==> src/hdl/grr_pkg.sv <==
`default_nettype none

package grr_pkg;

    // Sizes fixed by the item fields
    localparam int FONT_BYTES   = 4096;
    localparam int ADDR_W       = 12;
    localparam int COORD_W      = 9;
    localparam int COLOR_W      = 3;
    localparam int CFG_INDEX_W  = 3;
    localparam int CFG_DATA_W   = 8;
    localparam int QUEUE_DEPTH  = 2;
    localparam int QUEUE_PTR_W  = 1;

    // Opcodes
    localparam logic [1:0] OP_LOAD = 2'd0;
    localparam logic [1:0] OP_PEN  = 2'd1;
    localparam logic [1:0] OP_DRAW = 2'd2;

    // Configuration register indexes
    localparam logic [CFG_INDEX_W-1:0] CFG_CHAR_SET   = 3'd0;
    localparam logic [CFG_INDEX_W-1:0] CFG_WRITE_MODE = 3'd1;
    localparam logic [CFG_INDEX_W-1:0] CFG_BOLD       = 3'd2;
    localparam logic [CFG_INDEX_W-1:0] CFG_FAST_TEXT  = 3'd3;
    localparam logic [CFG_INDEX_W-1:0] CFG_FG_INDEX   = 3'd4;
    localparam logic [CFG_INDEX_W-1:0] CFG_BG_INDEX   = 3'd5;

    // Character sets
    localparam logic [1:0] CS_FIXED_DOWN32   = 2'd0;
    localparam logic [1:0] CS_FIXED_UP64     = 2'd1;
    localparam logic [1:0] CS_LOADABLE_DOWN32 = 2'd2;
    localparam logic [1:0] CS_LOADABLE_UP32  = 2'd3;

    // Write modes
    localparam logic [1:0] WM_WRITE   = 2'd0;
    localparam logic [1:0] WM_ERASE   = 2'd1;
    localparam logic [1:0] WM_REWRITE = 2'd2;
    localparam logic [1:0] WM_INVERSE = 2'd3;

    // Code offsets, 8-bit wrap
    localparam logic [7:0] CODE_DOWN32 = 8'hE0;
    localparam logic [7:0] CODE_UP64   = 8'd64;
    localparam logic [7:0] CODE_UP32   = 8'd32;

    localparam logic [COORD_W-1:0] COORD_MASK = 9'h1FF;
    localparam logic [COORD_W-1:0] Y_OFF      = 9'd15;
    localparam logic [COORD_W-1:0] Y_OFF_BOLD = 9'd30;
    localparam logic [COORD_W-1:0] X_STEP     = 9'd8;
    localparam logic [COORD_W-1:0] X_STEP_BOLD = 9'd16;

    localparam logic [COLOR_W-1:0] FG_RESET = 3'd1;
    localparam logic [COLOR_W-1:0] BG_RESET = 3'd0;

    // One word from the front to the back
    typedef struct packed {
        logic                is_draw;
        logic                loadable;
        logic [ADDR_W-1:0]   addr;
        logic [7:0]          data;
        logic [COORD_W-1:0]  x;
        logic [COORD_W-1:0]  y;
        logic                step2;
        logic                dbl;
        logic                paint;
        logic [COLOR_W-1:0]  main_color;
        logic [COLOR_W-1:0]  alt_color;
    } cmd_t;

    // Row attributes carried with a font read
    typedef struct packed {
        logic [COORD_W-1:0]  x;
        logic [COORD_W-1:0]  y;
        logic                dbl;
        logic                paint;
        logic [COLOR_W-1:0]  main_color;
        logic [COLOR_W-1:0]  alt_color;
        logic                last;
    } span_t;

endpackage

`default_nettype wire

==> src/hdl/grr_queue.sv <==
`default_nettype none

module grr_queue (
    input  wire logic           clk,
    input  wire logic           rst_n,
    input  wire logic           push,
    input  wire grr_pkg::cmd_t  push_cmd,
    output logic                full,
    input  wire logic           pop,
    output logic                valid,
    output grr_pkg::cmd_t       head
);

    grr_pkg::cmd_t                   entry_reg [grr_pkg::QUEUE_DEPTH];
    logic [grr_pkg::QUEUE_PTR_W-1:0] wr_ptr_reg;
    logic [grr_pkg::QUEUE_PTR_W-1:0] rd_ptr_reg;
    logic [grr_pkg::QUEUE_PTR_W:0]   count_reg;

    assign full  = (count_reg == (grr_pkg::QUEUE_PTR_W + 1)'(grr_pkg::QUEUE_DEPTH));
    assign valid = (count_reg != '0);
    assign head  = entry_reg[rd_ptr_reg];

    always_ff @(posedge clk or negedge rst_n)
    begin
        if (!rst_n)
        begin
            wr_ptr_reg <= '0;
            rd_ptr_reg <= '0;
            count_reg  <= '0;
        end
        else
        begin
            if (push)
                wr_ptr_reg <= wr_ptr_reg + 1'b1;
            if (pop)
                rd_ptr_reg <= rd_ptr_reg + 1'b1;
            if (push && !pop)
                count_reg <= count_reg + 1'b1;
            else if (pop && !push)
                count_reg <= count_reg - 1'b1;
        end
    end

    always_ff @(posedge clk)
    begin
        if (push)
            entry_reg[wr_ptr_reg] <= push_cmd;
    end

endmodule

`default_nettype wire

==> config.mk <==
export PLATFORM = sky130hd
export DESIGN_NAME = grr_queue
export DESIGN_NICKNAME = d
export VERILOG_FILES = /design/src/hdl/grr_pkg.sv /design/src/hdl/grr_queue.sv
export SDC_FILE = /design/constraint.sdc
export NUM_CORES = 1
export LEC_CHECK = 0
export ABC_AREA = 1
export BUFFER_PORTS_ARGS = -buffer_cell sky130_fd_sc_hd__clkbuf_2
export CORE_ASPECT_RATIO = 1.1
export CORE_UTILIZATION = 50
export CTS_CLUSTER_DIAMETER = 80
export CTS_CLUSTER_SIZE = 16
export DETAILED_ROUTE_END_ITERATION = 8
export GPL_TIMING_DRIVEN = 0
export PLACE_DENSITY = 0.87
export SYNTH_ARGS = -nofsm -noshare
export SYNTH_HDL_FRONTEND = slang
export SYNTH_SLANG_ARGS = --single-unit
==> constraint.sdc <==
create_clock -name clk -period 3.35 [get_ports clk]
set_input_delay 0.1675 -clock clk [delete_from_list [all_inputs] [get_ports clk]]
set_output_delay 0.1675 -clock clk [all_outputs]
set_load 0.005 [all_outputs]
# Word-level counts from Yosys, hierarchy flattened
# Memory sizes are Yosys's and may differ from the RTL's.
# Cells that the tools add are included.
# op_classes
addsub,4
eq_ne,1
muxes,4
reduce_logical,6
# ops
op,count
$mux 2,2
$reduce_bool 2->1,2
$add 1x1->1 const B,2
$add 2x1->2 const B,1
$eq 2x2->1 const B,1
$logic_and 1x1->1,2
$logic_not 1->1,2
$mux 1,2
$sub 2x1->2 const B,1
# word_totals
ff_bits,4
ram_bits,98
input_bits,53
output_inout_bits,51
elab_cells,19
memories,1
# memory_table
memory,depth,width,read_ports,rd_clocked_by_memory_dff,wr,line,text
entry_reg,2,49,1,0,1,grr_queue.sv:14,grr_pkg::cmd_t entry_reg [grr_pkg::QUEUE_DEPTH];

# Longest topological paths before layout
# logic_depth
ltp_word,4
mapped_depth,7
depth_no_buf,7

# Worst setup path after synthesis
# OpenSTA, ideal clock, no wires.
# synth_timing
kind,register to register
from,register wr_ptr_reg
to,memory entry_reg[0][0] (netlist name) (enable)
setup_time_ns,0.457
arrival_time_ns,2.467
t_required_ns,2.893
slack_ns,0.426
stages_incl_launch_ff,2
n_path_buf,0
synth_period_minus_slack_ns,2.924
path_cell_list,dfrtp_1 nor2_1
# synth_lines
item,line,text
from (decl),grr_queue.sv:15,logic [grr_pkg::QUEUE_PTR_W-1:0] wr_ptr_reg;
from (signal assigned),grr_queue.sv:34,wr_ptr_reg <= wr_ptr_reg + 1'b1;
to (decl),grr_queue.sv:14,
# Straight into the memory's write port.

# Worst setup path in the final report
# layout_timing
from,register wr_ptr_reg
to,memory entry_reg[0][15] (netlist name) (enable)
# Straight into the memory's write port.

==> summary.txt <==
Place
  – Dpl hpwl: 4050 um
  – Placer congestion estimate: 0.676
  – Port bufs: 103
  – Dpl cell area: 4700 um^2

Setup path
  – Reg2Reg Depth: 2
  – R2R Path Start: wr_ptr_reg
  – Slowest stage delay, CP: 700 ps
  – Kind of critical path: reg2reg
  – Crit start category: flop
  – Worst R2R End: entry_reg[0][15]
  – Worst path cell trace: nor2_4, buf_16
  – CP max stage cell: nor2_4
  – Buffers plus inverters on the worst setup path: 1
  – CP Launch Point: wr_ptr_reg
  – CP max FO: 27
  – Worst path required time: 3410 ps
  – Worst Setup EP: entry_reg[0][15]
  – Levels on crit path: 2
  – Cell family with most CP delay: simple AND/OR/NAND/NOR gates
  – Critical Path AT: 1750 ps
  – R2r setup slk: 1650 ps
  – Worst setup EP type: flop

Cells and area
  – Max reg flops: 98
  – Area Growth Syn to Fin: 33.0%
  – Fill cells: 539
  – Post-route cell area: 5320 um^2
  – Multi-input gate area: 823 um^2
  – FF+latch area: 3040 um^2
  – Fraction of final layout cells sized beyond drive strength 1: 51.6%
  – Commonest non-fill, non-tap cell in the layout: clkbuf_2
  – Antenna cell count: 0
  – Commonest cells after routing, fill and taps aside: 103 x clkbuf_2, 98 x edfxtp_1, 49 x mux2_4, 43 x dlygate4sd3_1, 9 x clkbuf_8
  – Fin nets: 391

Clocking
  – CTS H-tree depth: 3
  – Hold buffer count at CTS: 39
  – Clock Tree Root: clkbuf_8
  – Resize count post-CTS: 0
  – Maximum clock path buffer count: 2
  – Worst-path clk slew: 90 ps
  – CTS sink count: 102
  – Clock Latency Late Sink: 350 ps
  – # Post-CTS Setup Buffers: 0
  – Num CTS Buffers: 9
  – CTS tree: built

STA
  – Crit share post-route: 50.6%
  – Max-slew violations: 0
  – Fmax achieved: 0.590 GHz
  – Final setup skew: 8.58 ps
  – Headroom to the max-slew limit: 42.4%
  – RSZ-0062 raised after global routing: false
  – Least-Margin Pin Slew: 862 ps
  – Final Hold Viols: 0
  – Tmin final: 1700 ps
  – # setup viols final: 0

Routing
  – TritonRoute pass-1 iters: 4
  – DR iter-0 viols: 63
  – Post-route ant nets: 0
  – DRC Markers: 0
  – WL/cell: 15.0 um
  – Via/cell ratio: 4.73
  – Drt total wl: 6700 um
  – Via count: 2111

Synth
  – Post-synthesis cell count: 178
  – Adder-cell area share of the yosys netlist: 0.313%
  – Main combinational cell family by area after synthesis: multiplexers
  – Ys Warns: 0
  – Sequential area share after synthesis: 76.1%
  – Post-Synthesis Cell Area: 4000 um^2
  – Post-Synth Simple-Gate Area: 1.03%
  – Yosys cell types: 13
  – Synth Area in XOR/XNOR: 0.657%
  – #FFs+latches synth: 102
  – Mapped Nets: 232
  – Complex-gate fraction of the synthesized area: 0%
  – Post-synthesis mux area share: 18.4%
  – Syn avg cell area: 22.5 um^2

Power and ir drop
  – P_sw: 1.05 mW
  – Design Power: 3.91 mW
  – Leakage: 2.22 nW
  – Sequential share of power: 45.2%
  – Int Power: 2.86 mW
  – Peak supply drop: 0.451 mV
  – Comb power frac: 35.9%
  – Sw frac: 26.9%
  – Cell area power density: 735 nW/um^2
  – Clock network power share: 18.9%

Floorplanning
  – Initial core utilization: 52.6%
  – Total die area: 8350 um^2
  – # rows: 33
  – Total core area: 7600 um^2
  – # IOs: 104
  – Die Wd: 87.2 um
  – Die height: 95.8 um

Job
  – Max Cap Viol: 0

GRT
  – GR peak layer: met2
  – First-pass GRT wire length: 9770 um
  – Met2 usage: 29.6%
  – Pin count of the biggest net entering global routing: 36
  – Met1 Use GR: 17.6%
  – Vias in the first global route: 2123
  – Antenna violations before repair: 0
  – Overall Global Routing Usage: 16.4%
  – GRT overflow: 0
  – GRT met3 Usage: 4.46%

Outcome
  – Outcome: finished, final reports clean

Worst hold path
  – Worst Min Path Start: pop
  – Hold crit path type: in2reg
[cells by family after synthesis]
group | Yosys count
flops | 102
mux | 49
buf+inv | 13
simple gates | 10
xor+xnor | 3
fa+ha+maj | 1
[layout make-up]
type / count / share of cell area, %
well taps: 105 / 2.47
clock inverters: 5 / 1.13
plain buffers: 6 / 2.09
clock buffers: 10 / 2.40
repair buffers: 148 / 18.7
multi-input cells: 63 / 15.5
inverters: 7 / 0.494
flip-flops and latches: 102 / 57.2
[how the worst min path moves through the flow]
stage / end / slack (ps) / cells after the start
5_1_grt: entry_reg[0][5] / 0.7 / 1
3_3_place_gp: count_reg[0] / -20 / 1
2_1_floorplan: count_reg[0] / -130 / 0
3_5_place_dp: count_reg[0] / -20 / 1
4_1_cts: entry_reg[0][5] / 0.6 / 1
6_report: rd_ptr_reg / 10 / 2
[cells in the mapped netlist]
cell type,n,area [um^2]
nand2_1,6,22.5
buf_6,1,11.3
mux2_4,49,736
edfxtp_1,98,2940
ha_1,1,12.5
nand4_1,1,6.26
buf_12,5,100
inv_1,7,26.3
nor2_1,2,7.51
xor2_1,2,17.5
xnor2_1,1,8.76
dfrtp_1,4,100
nand3_1,1,5.00
[stage by stage]
step	TNS, ps	util [%]	setup slack [ps]	std cells	hold WS [ps]
2_1_floorplan	0	-	426	178	-128
3_3_place_gp	-31050	61.1	-636	386	-24.6
3_5_place_dp	0	61.8	1620	388	-19.4
4_1_cts	0	69.4	1600	442	0.604
5_1_grt	0	70.0	1570	446	0.683
6_report	0	70.0	1650	446	13.4
[layer usage]
layer	part of all wire, %	vias up
met4	2.1	0
met1	41	1016
met2	52	81
met3	4.7	13
li1	-	1001
met5	0	-
[power groups by stage]
stage                     combinational [mW]  sequential, mW  clock [mW]
after global routing                    1.51            1.79       0.796
after CTS                               1.42            1.77       0.752
after detailed placement                1.38            1.80           0
after floorplan                        0.926            1.79           0
after global placement                  1.32            1.80           0
final                                   1.40            1.77       0.739
(Power assumes the default switching activity.)
