[src/hdl/grr_pkg.sv]
`default_nettype none

package grr_pkg;

    // Sizes fixed by the item fields
    localparam int FONT_BYTES   = 4096;
    localparam int ADDR_W       = 12;
    localparam int COORD_W      = 9;
    localparam int COLOR_W      = 3;
    localparam int CFG_INDEX_W  = 3;
    localparam int CFG_DATA_W   = 8;
    localparam int QUEUE_DEPTH  = 2;
    localparam int QUEUE_PTR_W  = 1;

    // Opcodes
    localparam logic [1:0] OP_LOAD = 2'd0;
    localparam logic [1:0] OP_PEN  = 2'd1;
    localparam logic [1:0] OP_DRAW = 2'd2;

    // Configuration register indexes
    localparam logic [CFG_INDEX_W-1:0] CFG_CHAR_SET   = 3'd0;
    localparam logic [CFG_INDEX_W-1:0] CFG_WRITE_MODE = 3'd1;
    localparam logic [CFG_INDEX_W-1:0] CFG_BOLD       = 3'd2;
    localparam logic [CFG_INDEX_W-1:0] CFG_FAST_TEXT  = 3'd3;
    localparam logic [CFG_INDEX_W-1:0] CFG_FG_INDEX   = 3'd4;
    localparam logic [CFG_INDEX_W-1:0] CFG_BG_INDEX   = 3'd5;

    // Character sets
    localparam logic [1:0] CS_FIXED_DOWN32   = 2'd0;
    localparam logic [1:0] CS_FIXED_UP64     = 2'd1;
    localparam logic [1:0] CS_LOADABLE_DOWN32 = 2'd2;
    localparam logic [1:0] CS_LOADABLE_UP32  = 2'd3;

    // Write modes
    localparam logic [1:0] WM_WRITE   = 2'd0;
    localparam logic [1:0] WM_ERASE   = 2'd1;
    localparam logic [1:0] WM_REWRITE = 2'd2;
    localparam logic [1:0] WM_INVERSE = 2'd3;

    // Code offsets, 8-bit wrap
    localparam logic [7:0] CODE_DOWN32 = 8'hE0;
    localparam logic [7:0] CODE_UP64   = 8'd64;
    localparam logic [7:0] CODE_UP32   = 8'd32;

    localparam logic [COORD_W-1:0] COORD_MASK = 9'h1FF;
    localparam logic [COORD_W-1:0] Y_OFF      = 9'd15;
    localparam logic [COORD_W-1:0] Y_OFF_BOLD = 9'd30;
    localparam logic [COORD_W-1:0] X_STEP     = 9'd8;
    localparam logic [COORD_W-1:0] X_STEP_BOLD = 9'd16;

    localparam logic [COLOR_W-1:0] FG_RESET = 3'd1;
    localparam logic [COLOR_W-1:0] BG_RESET = 3'd0;

    // One word from the front to the back
    typedef struct packed {
        logic                is_draw;
        logic                loadable;
        logic [ADDR_W-1:0]   addr;
        logic [7:0]          data;
        logic [COORD_W-1:0]  x;
        logic [COORD_W-1:0]  y;
        logic                step2;
        logic                dbl;
        logic                paint;
        logic [COLOR_W-1:0]  main_color;
        logic [COLOR_W-1:0]  alt_color;
    } cmd_t;

    // Row attributes carried with a font read
    typedef struct packed {
        logic [COORD_W-1:0]  x;
        logic [COORD_W-1:0]  y;
        logic                dbl;
        logic                paint;
        logic [COLOR_W-1:0]  main_color;
        logic [COLOR_W-1:0]  alt_color;
        logic                last;
    } span_t;

endpackage

`default_nettype wire

[src/hdl/grr_front.sv]
`default_nettype none

module grr_front #(
    parameter int LOADABLE_FONT_BYTES = 2048
) (
    input  wire logic                                clk,
    input  wire logic                                rst_n,
    input  wire logic                                item_valid,
    output logic                                     item_stall,
    input  wire logic [1:0]                          opcode,
    input  wire logic [7:0]                          char_code,
    input  wire logic                                font_bank,
    input  wire logic [grr_pkg::ADDR_W-1:0]          font_address,
    input  wire logic [7:0]                          font_data,
    input  wire logic [grr_pkg::COORD_W-1:0]         pen_x,
    input  wire logic [grr_pkg::COORD_W-1:0]         pen_y,
    input  wire logic                                cfg_valid,
    output logic                                     cfg_ready,
    input  wire logic [grr_pkg::CFG_INDEX_W-1:0]     cfg_index,
    input  wire logic [grr_pkg::CFG_DATA_W-1:0]      cfg_data,
    input  wire logic                                q_full,
    output logic                                     q_push,
    output grr_pkg::cmd_t                            q_cmd
);

    localparam int WRAP_STEPS = grr_pkg::FONT_BYTES / LOADABLE_FONT_BYTES;
    localparam logic [grr_pkg::ADDR_W:0] LFB_W = (grr_pkg::ADDR_W + 1)'(LOADABLE_FONT_BYTES);

    logic [1:0]                       char_set_reg;
    logic [1:0]                       write_mode_reg;
    logic                             bold_reg;
    logic                             fast_text_reg;
    logic [grr_pkg::COLOR_W-1:0]      fg_reg;
    logic [grr_pkg::COLOR_W-1:0]      bg_reg;
    logic [grr_pkg::COORD_W-1:0]      pen_x_reg;
    logic [grr_pkg::COORD_W-1:0]      pen_y_reg;
    logic [grr_pkg::COORD_W-1:0]      pen_x_next;

    logic                             accept;
    logic [7:0]                       glyph;
    logic                             draw_loadable;
    logic                             loadable;
    logic [grr_pkg::ADDR_W-1:0]       raw_addr;
    logic [grr_pkg::ADDR_W:0]         wrap_addr;
    logic [grr_pkg::COORD_W-1:0]      y_sum;

    assign cfg_ready  = 1'b1;
    assign item_stall = q_full;
    assign accept     = item_valid && !q_full;
    assign q_push     = accept && (opcode == grr_pkg::OP_LOAD || opcode == grr_pkg::OP_DRAW);

    always_comb
    begin
        case (char_set_reg)
            grr_pkg::CS_FIXED_DOWN32:    glyph = char_code + grr_pkg::CODE_DOWN32;
            grr_pkg::CS_FIXED_UP64:      glyph = char_code + grr_pkg::CODE_UP64;
            grr_pkg::CS_LOADABLE_DOWN32: glyph = char_code + grr_pkg::CODE_DOWN32;
            default:                     glyph = char_code + grr_pkg::CODE_UP32;
        endcase
    end

    assign draw_loadable = char_set_reg[1];
    assign loadable = (opcode == grr_pkg::OP_DRAW) ? draw_loadable : font_bank;
    assign raw_addr = (opcode == grr_pkg::OP_DRAW) ? {glyph, 4'b0000} : font_address;

    // Reduce into the loadable store with repeated compare and subtract
    always_comb
    begin
        wrap_addr = {1'b0, raw_addr};
        if (loadable)
        begin
            for (int k = 0; k < WRAP_STEPS; k++)
            begin
                if (wrap_addr >= LFB_W)
                    wrap_addr = wrap_addr - LFB_W;
            end
        end
    end

    assign y_sum = pen_y_reg + (bold_reg ? grr_pkg::Y_OFF_BOLD : grr_pkg::Y_OFF);

    always_comb
    begin
        q_cmd            = '0;
        q_cmd.is_draw    = (opcode == grr_pkg::OP_DRAW);
        q_cmd.loadable   = loadable;
        q_cmd.addr       = wrap_addr[grr_pkg::ADDR_W-1:0];
        q_cmd.data       = font_data;
        q_cmd.x          = pen_x_reg;
        q_cmd.y          = y_sum ^ grr_pkg::COORD_MASK;
        q_cmd.main_color = (write_mode_reg inside {grr_pkg::WM_ERASE, grr_pkg::WM_INVERSE})
                           ? bg_reg : fg_reg;
        if (!fast_text_reg)
        begin
            q_cmd.step2 = bold_reg;
            q_cmd.dbl   = bold_reg;
            q_cmd.paint = (write_mode_reg inside {grr_pkg::WM_REWRITE, grr_pkg::WM_INVERSE});
            if (write_mode_reg == grr_pkg::WM_REWRITE)
                q_cmd.alt_color = bg_reg;
            else if (write_mode_reg == grr_pkg::WM_INVERSE)
                q_cmd.alt_color = fg_reg;
        end
    end

    assign pen_x_next = pen_x_reg + (bold_reg ? grr_pkg::X_STEP_BOLD : grr_pkg::X_STEP);

    always_ff @(posedge clk or negedge rst_n)
    begin
        if (!rst_n)
        begin
            char_set_reg   <= grr_pkg::CS_FIXED_DOWN32;
            write_mode_reg <= grr_pkg::WM_WRITE;
            bold_reg       <= 1'b0;
            fast_text_reg  <= 1'b0;
            fg_reg         <= grr_pkg::FG_RESET;
            bg_reg         <= grr_pkg::BG_RESET;
            pen_x_reg      <= '0;
            pen_y_reg      <= '0;
        end
        else
        begin
            if (cfg_valid && cfg_ready)
            begin
                case (cfg_index)
                    grr_pkg::CFG_CHAR_SET:   char_set_reg   <= cfg_data[1:0];
                    grr_pkg::CFG_WRITE_MODE: write_mode_reg <= cfg_data[1:0];
                    grr_pkg::CFG_BOLD:       bold_reg       <= cfg_data[0];
                    grr_pkg::CFG_FAST_TEXT:  fast_text_reg  <= cfg_data[0];
                    grr_pkg::CFG_FG_INDEX:   fg_reg         <= cfg_data[grr_pkg::COLOR_W-1:0];
                    grr_pkg::CFG_BG_INDEX:   bg_reg         <= cfg_data[grr_pkg::COLOR_W-1:0];
                    default: ;
                endcase
            end
            if (accept && opcode == grr_pkg::OP_PEN)
            begin
                pen_x_reg <= pen_x;
                pen_y_reg <= pen_y;
            end
            else if (accept && opcode == grr_pkg::OP_DRAW && !fast_text_reg)
            begin
                pen_x_reg <= pen_x_next;
            end
        end
    end

endmodule

`default_nettype wire

[config.mk]
export PLATFORM = sky130hd
export DESIGN_NAME = grr_front
export DESIGN_NICKNAME = d
export VERILOG_FILES = /design/src/hdl/grr_pkg.sv /design/src/hdl/grr_front.sv
export SDC_FILE = /design/constraint.sdc
export NUM_CORES = 1
export LEC_CHECK = 0
export BUFFER_PORTS_ARGS = -buffer_cell sky130_fd_sc_hd__clkbuf_2
export CORE_ASPECT_RATIO = 1.5
export CORE_MARGIN = 4
export CORE_UTILIZATION = 39
export CTS_CLUSTER_DIAMETER = 150
export CTS_CLUSTER_SIZE = 14
export DETAILED_ROUTE_END_ITERATION = 12
export PLACE_DENSITY = 0.82
export SKIP_LAST_GASP = 1
export SLEW_MARGIN = 40
export SYNTH_ARGS = -nofsm -noshare
export SYNTH_HDL_FRONTEND = slang
export SYNTH_SLANG_ARGS = --single-unit
[constraint.sdc]
create_clock -name clk -period 2 [get_ports clk]
set_clock_uncertainty 0.15 [all_clocks]
set_input_delay 0.3 -clock clk [delete_from_list [all_inputs] [get_ports clk]]
set_output_delay 0.3 -clock clk [all_outputs]
set_load 0.1 [all_outputs]
Word level (Yosys, flattened, before mapping)
Index checks and enable logic that the tools add are counted.
Operators by class
  muxes and demuxes: 16
  $add $sub $neg: 7
  equality and inequality tests: 12
  reduce and logical (&&, ||, !) cells: 21
  bitwise operators: 1
  magnitude comparators: 2
Operators by type and width (count)
  2-to-1 mux 12 bit: 3
  2-to-1 mux 13 bit: 2
  adder 9 x 5 -> 9 bit: 2
  2-to-1 mux 9 bit: 2
  case mux 8 bit (2 select lines): 1
  2-to-1 mux 3 bit: 5
  greater-or-equal comparator 13 x 12 -> 1 bit (second input constant): 1
  subtractor 12 x 12 -> 13 bit (second input constant): 1
  greater-or-equal comparator 12 bit (second input constant): 1
  AND reduction 2 bit: 6
  subtractor 12 bit (second input constant): 1
  2-to-1 mux 5 bit: 2
  inverter 9 bit: 1
  adder 8 x 6 -> 8 bit (second input constant): 1
  adder 8 x 7 -> 8 bit (second input constant): 1
  adder 8 bit (second input constant): 1
  == test 2 bit (second input constant): 4
  == test 2 x 1 -> 1 bit (second input constant): 3
  == test 3 x 2 -> 1 bit (second input constant): 2
  == test 3 bit (second input constant): 2
  nonzero test 2 bit: 3
  logical AND 1 bit: 5
  logical NOT 2 bit: 2
  == test 3 x 1 -> 1 bit (second input constant): 1
  other kinds (5): 6
Storage, ports and cells
  bits in registers: 30
  output and inout port bits: 52
  input port bits: 65
  logic and storage cells: 67

Depth between registers and ports, before layout
  word-level depth: 10
  depth in mapped cells: 8
  gate-level depth less buffers: 8

Worst setup path after synthesis
OpenSTA, ideal clock, no wires.
  path type: flip-flop to output port
  start point: register char_set_reg[0]
  end point: output port q_cmd[46] (netlist bit)
  data required time: 1550 ps
  arrival: 3260 ps
  path buffers: 0
  stages on the path, launching flop included: 6
  slack: -1710 ps
  cells stage by stage: dfrtp_1 > inv_1 > fa_1 > o21ai_0 > xnor2_1 > o31ai_1
RTL lines
  from (decl): RTL line grr_front.sv:29  | logic [1:0] char_set_reg;
  from (signal assigned): RTL line grr_front.sv:111  | char_set_reg <= grr_pkg::CS_FIXED_DOWN32;
  from (signal assigned): RTL line grr_front.sv:125  | grr_pkg::CFG_CHAR_SET: char_set_reg <= cfg_data[1:0];
  to (decl): RTL line grr_front.sv:23  | output grr_pkg::cmd_t q_cmd

==> results.toml <==
[outcome]
status = "finished with violations"
failed_checks = "negative setup slack"

[setup_path]
cp-end-kind = "output port"
critPathMaxStageDelay_ns = 0.41
crit_arrival_ns = 2.15
worstPathRequired_ns = 1.55
startpoint_type = "flip-flop"
crit_path_top_delay_cell = "dfrtp_1"
r2r_end = "pen_x_reg[5]"
rr_startpoint = "bold_reg"
critPathMaxFanout = 3
r2r_setup_slack_ns = 0.05
critPathKind = "flip-flop to output port"
cp.buffers_inverters = 2
reg2reg_depth = 8
crit_path_cell_trace = "ha_4 -> inv_2 -> ha_4 -> or3b_4 -> a21o_1 -> nand4_1 -> xor2_4 -> buf_12"
cpMostUsedCell = "ha_4"
cp_top_family = "simple AND/OR/NAND/NOR gates"

[cts]
root_buffer = "clkbuf_8"
clk_latency_ns = 0.27
cts_max_path_buffers = 2
cts_tree = "yes"
cts.sinks = 30
cts_buffers = 5
path_clk_slew_ns = 0.07
cts.htree.levels = 2

[final_layout]
nets = 359
final_area_um2 = 3330
final_common_cell = "clkbuf_2"
syn2layout_area_growth_pct = 71.7
mostFrequentLayoutCells = "clkbuf_2 (60), mux2_2 (32), buf_12 (29)"
drive_above_1_share_pct = 66.7
n_antenna_cell = 0

[worst_hold_path]
hold_path_end = "pen_x_reg[5]"
min_from = "pen_x[5]"
hold_depth = 2
hold_path.class = "input port to flip-flop"

[yosys]
async_flop_share_pct = 100
synth-seq-area-share_pct = 38.8
syn_nets = 255
synth-edff-count = 0
ys.flop_type = "dfrtp_1"
yosysUniqueCellTypes = 42
netlist_area_um2 = 1940
ys_seq_elements = 30
syn_avg_cell_area_um2 = 10.6
ys_warn_count = 0
syn_inst = 183

[global_routing]
busiest_layer = "met2"
grt_use_met3_pct = 3.10
grt_antenna_before_repair = 0
overflow = 0
use_met2_pct = 33.9
grt_max_degree = 31
grt_pass1_wl_um = 8600
grtUsageTotal_pct = 18.1
use_met1_pct = 20.7
grt_pass1_vias = 1797

[detailed_routing]
vias = 1747
via_per_inst = 4.94
dr.pass1.iters = 4
wl_per_cell_um = 15.5
drc_errors = 0
drt.antenna.violating_nets = 0
wirelength_um = 5490
drtIter0Drc = 102

[timing]
setup_violations = 9
timing.final.crit_share_pct = 130
drv_slew = 0
max_freq_mhz = 385
maxSlewHeadroom_pct = 54.5
finalCriticalPeriod_ns = 2.60
hold_viol_final = 0
worstMarginPinSlew_ns = 0.682
rsz0062_at_grt = "yes"
fin_ws_ns = -0.600

[die]
initial_core_util_pct = 40.3
std_cell_rows = 31
ioPinCount = 117
core_region_area_um2 = 4810
die_area_um2 = 6190
die_y_um = 94.4
die_w_um = 65.6

[power]
power.internal_uw = 2250
power.density_nw_per_um2 = 1490
p_clk_share_pct = 9.8
power_frac_seq_pct = 19.6
p_sw_share_pct = 54.8
irDropWorstVdd_mv = 0.665
p_leak_uw = 0.00152
combPwrFrac_pct = 70.6
p_sw_uw = 2730
p_total_uw = 4980

[placed_design]
io_buffer_count = 94
place_ws_ns = -0.296
hpwlAfterDp_um = 4340
placed_area_um2 = 3120
gp_congestion = 0.820

[job]
maxCapViolCount = 0
Yosys cell counts (all sizes together) (2+ instances only):
| master | instances | share of area [%] |
|---|---|---|
| clkbuf | 2 | 0.39 |
| dfrtp | 29 | 37 |
| nand2 | 13 | 2.5 |
| xnor2 | 6 | 2.7 |
| buf | 16 | 6.3 |
| ha | 5 | 3.2 |
| nor4 | 2 | 0.97 |
| mux2i | 4 | 2.1 |
| a21oi | 4 | 1.2 |
| and2 | 4 | 1.3 |
| inv | 9 | 1.7 |
| o21ai | 10 | 2.6 |
| nand2b | 4 | 1.3 |
| and4bb | 2 | 1.3 |
| mux2 | 32 | 19 |
| xor2 | 4 | 1.8 |
| o2bb2ai | 2 | 0.90 |
| nor2 | 11 | 2.1 |
| o21bai | 3 | 1.4 |
| a21o | 2 | 0.77 |
| nor3 | 2 | 0.52 |
| fa | 2 | 2.1 |
power by group through the flow:
stage / Combinational (uW) / Sequential (uW) / Clock [uW]
after floorplan: 2000 / 1440 / 0
final: 3510 / 977 / 486
after global routing: 3630 / 1000 / 537
after detailed placement: 3380 / 976 / 0
after CTS: 3450 / 966 / 505
after global placement: 3310 / 961 / 0
worst register-to-register path, stage by stage (launching register included):
cell     delay [ns]
dfrtp_1        0.38
inv_2          0.08
buf_6          0.11
ha_4           0.13
inv_2          0.04
fa_2           0.38
nor4_4         0.22
xor2_1         0.09
mux2_2         0.26
cell type report:
| type | instances | area (um2) |
|---|---|---|
| Clock buffer | 8 | 90.1 |
| Fill cell | 345 | 1480 |
| Inverter | 9 | 33.8 |
| Multi-Input combinational cell | 126 | 1280 |
| Sequential cell | 30 | 759 |
| Tap cell | 66 | 82.6 |
| Timing Repair Buffer | 115 | 1080 |
cells by family (layout without fill, tap and decap cells):
kind of cell / count (synthesis) / count (layout) / synth area share [%]
AOI/OAI and AO/OA: 24 / 24 / 8.06
xor gates and xnor gates: 10 / 10 / 4.52
adders and majority gates: 7 / 7 / 5.29
buffers and inverters: 27 / 132 / 8.39
DFF: 30 / 30 / 38.8
muxes: 36 / 36 / 20.6
other: 1 / 1 / 0.193
and+or+nand+nor: 48 / 48 / 14.1
worst max-delay path by stage:
stage                            start         to  depth (start not counted)
final                     pen_y_reg[0]  q_cmd[17]                          8
after global routing      pen_y_reg[0]  q_cmd[17]                          8
after CTS                 pen_y_reg[0]  q_cmd[17]                          8
after detailed placement  pen_y_reg[0]  q_cmd[17]                          8
after global placement    pen_y_reg[0]  q_cmd[17]                          8
after floorplan               bold_reg  q_cmd[17]                          8
per-layer routing:
metal  vias to the layer above  part of all wire, %  routed length (um)
li1                        830                    -                   -
met1                       858                   37                2050
met2                        52                   58                3190
met3                         7                  3.8                 206
met4                         0                 0.93                  51
met5                         -                    0                   0
per-stage QoR:
step / hold slack (ns) / TNS, ns / utilization, % / instances
finish: 0.106 / -3.12 / 69.3 / 354
global placement: 0.256 / -1.13 / 64.9 / 340
CTS: 0.0981 / -3.05 / 68.0 / 350
detailed placement: 0.269 / -1.45 / 64.9 / 340
global route: 0.0954 / -3.85 / 69.3 / 354
floorplan: -0.146 / -3.45 / - / 183
what timing repair did:
item / CTS / global route
hold buffers: 1 / 0
resized for setup: 8 / 11
setup endpoints to repair: 11 / 14
setup buffers: 1 / 6
hold endpoints to repair: 29 / 0
pin swaps: 3 / 6
Power figures use the tool's default switching activity.
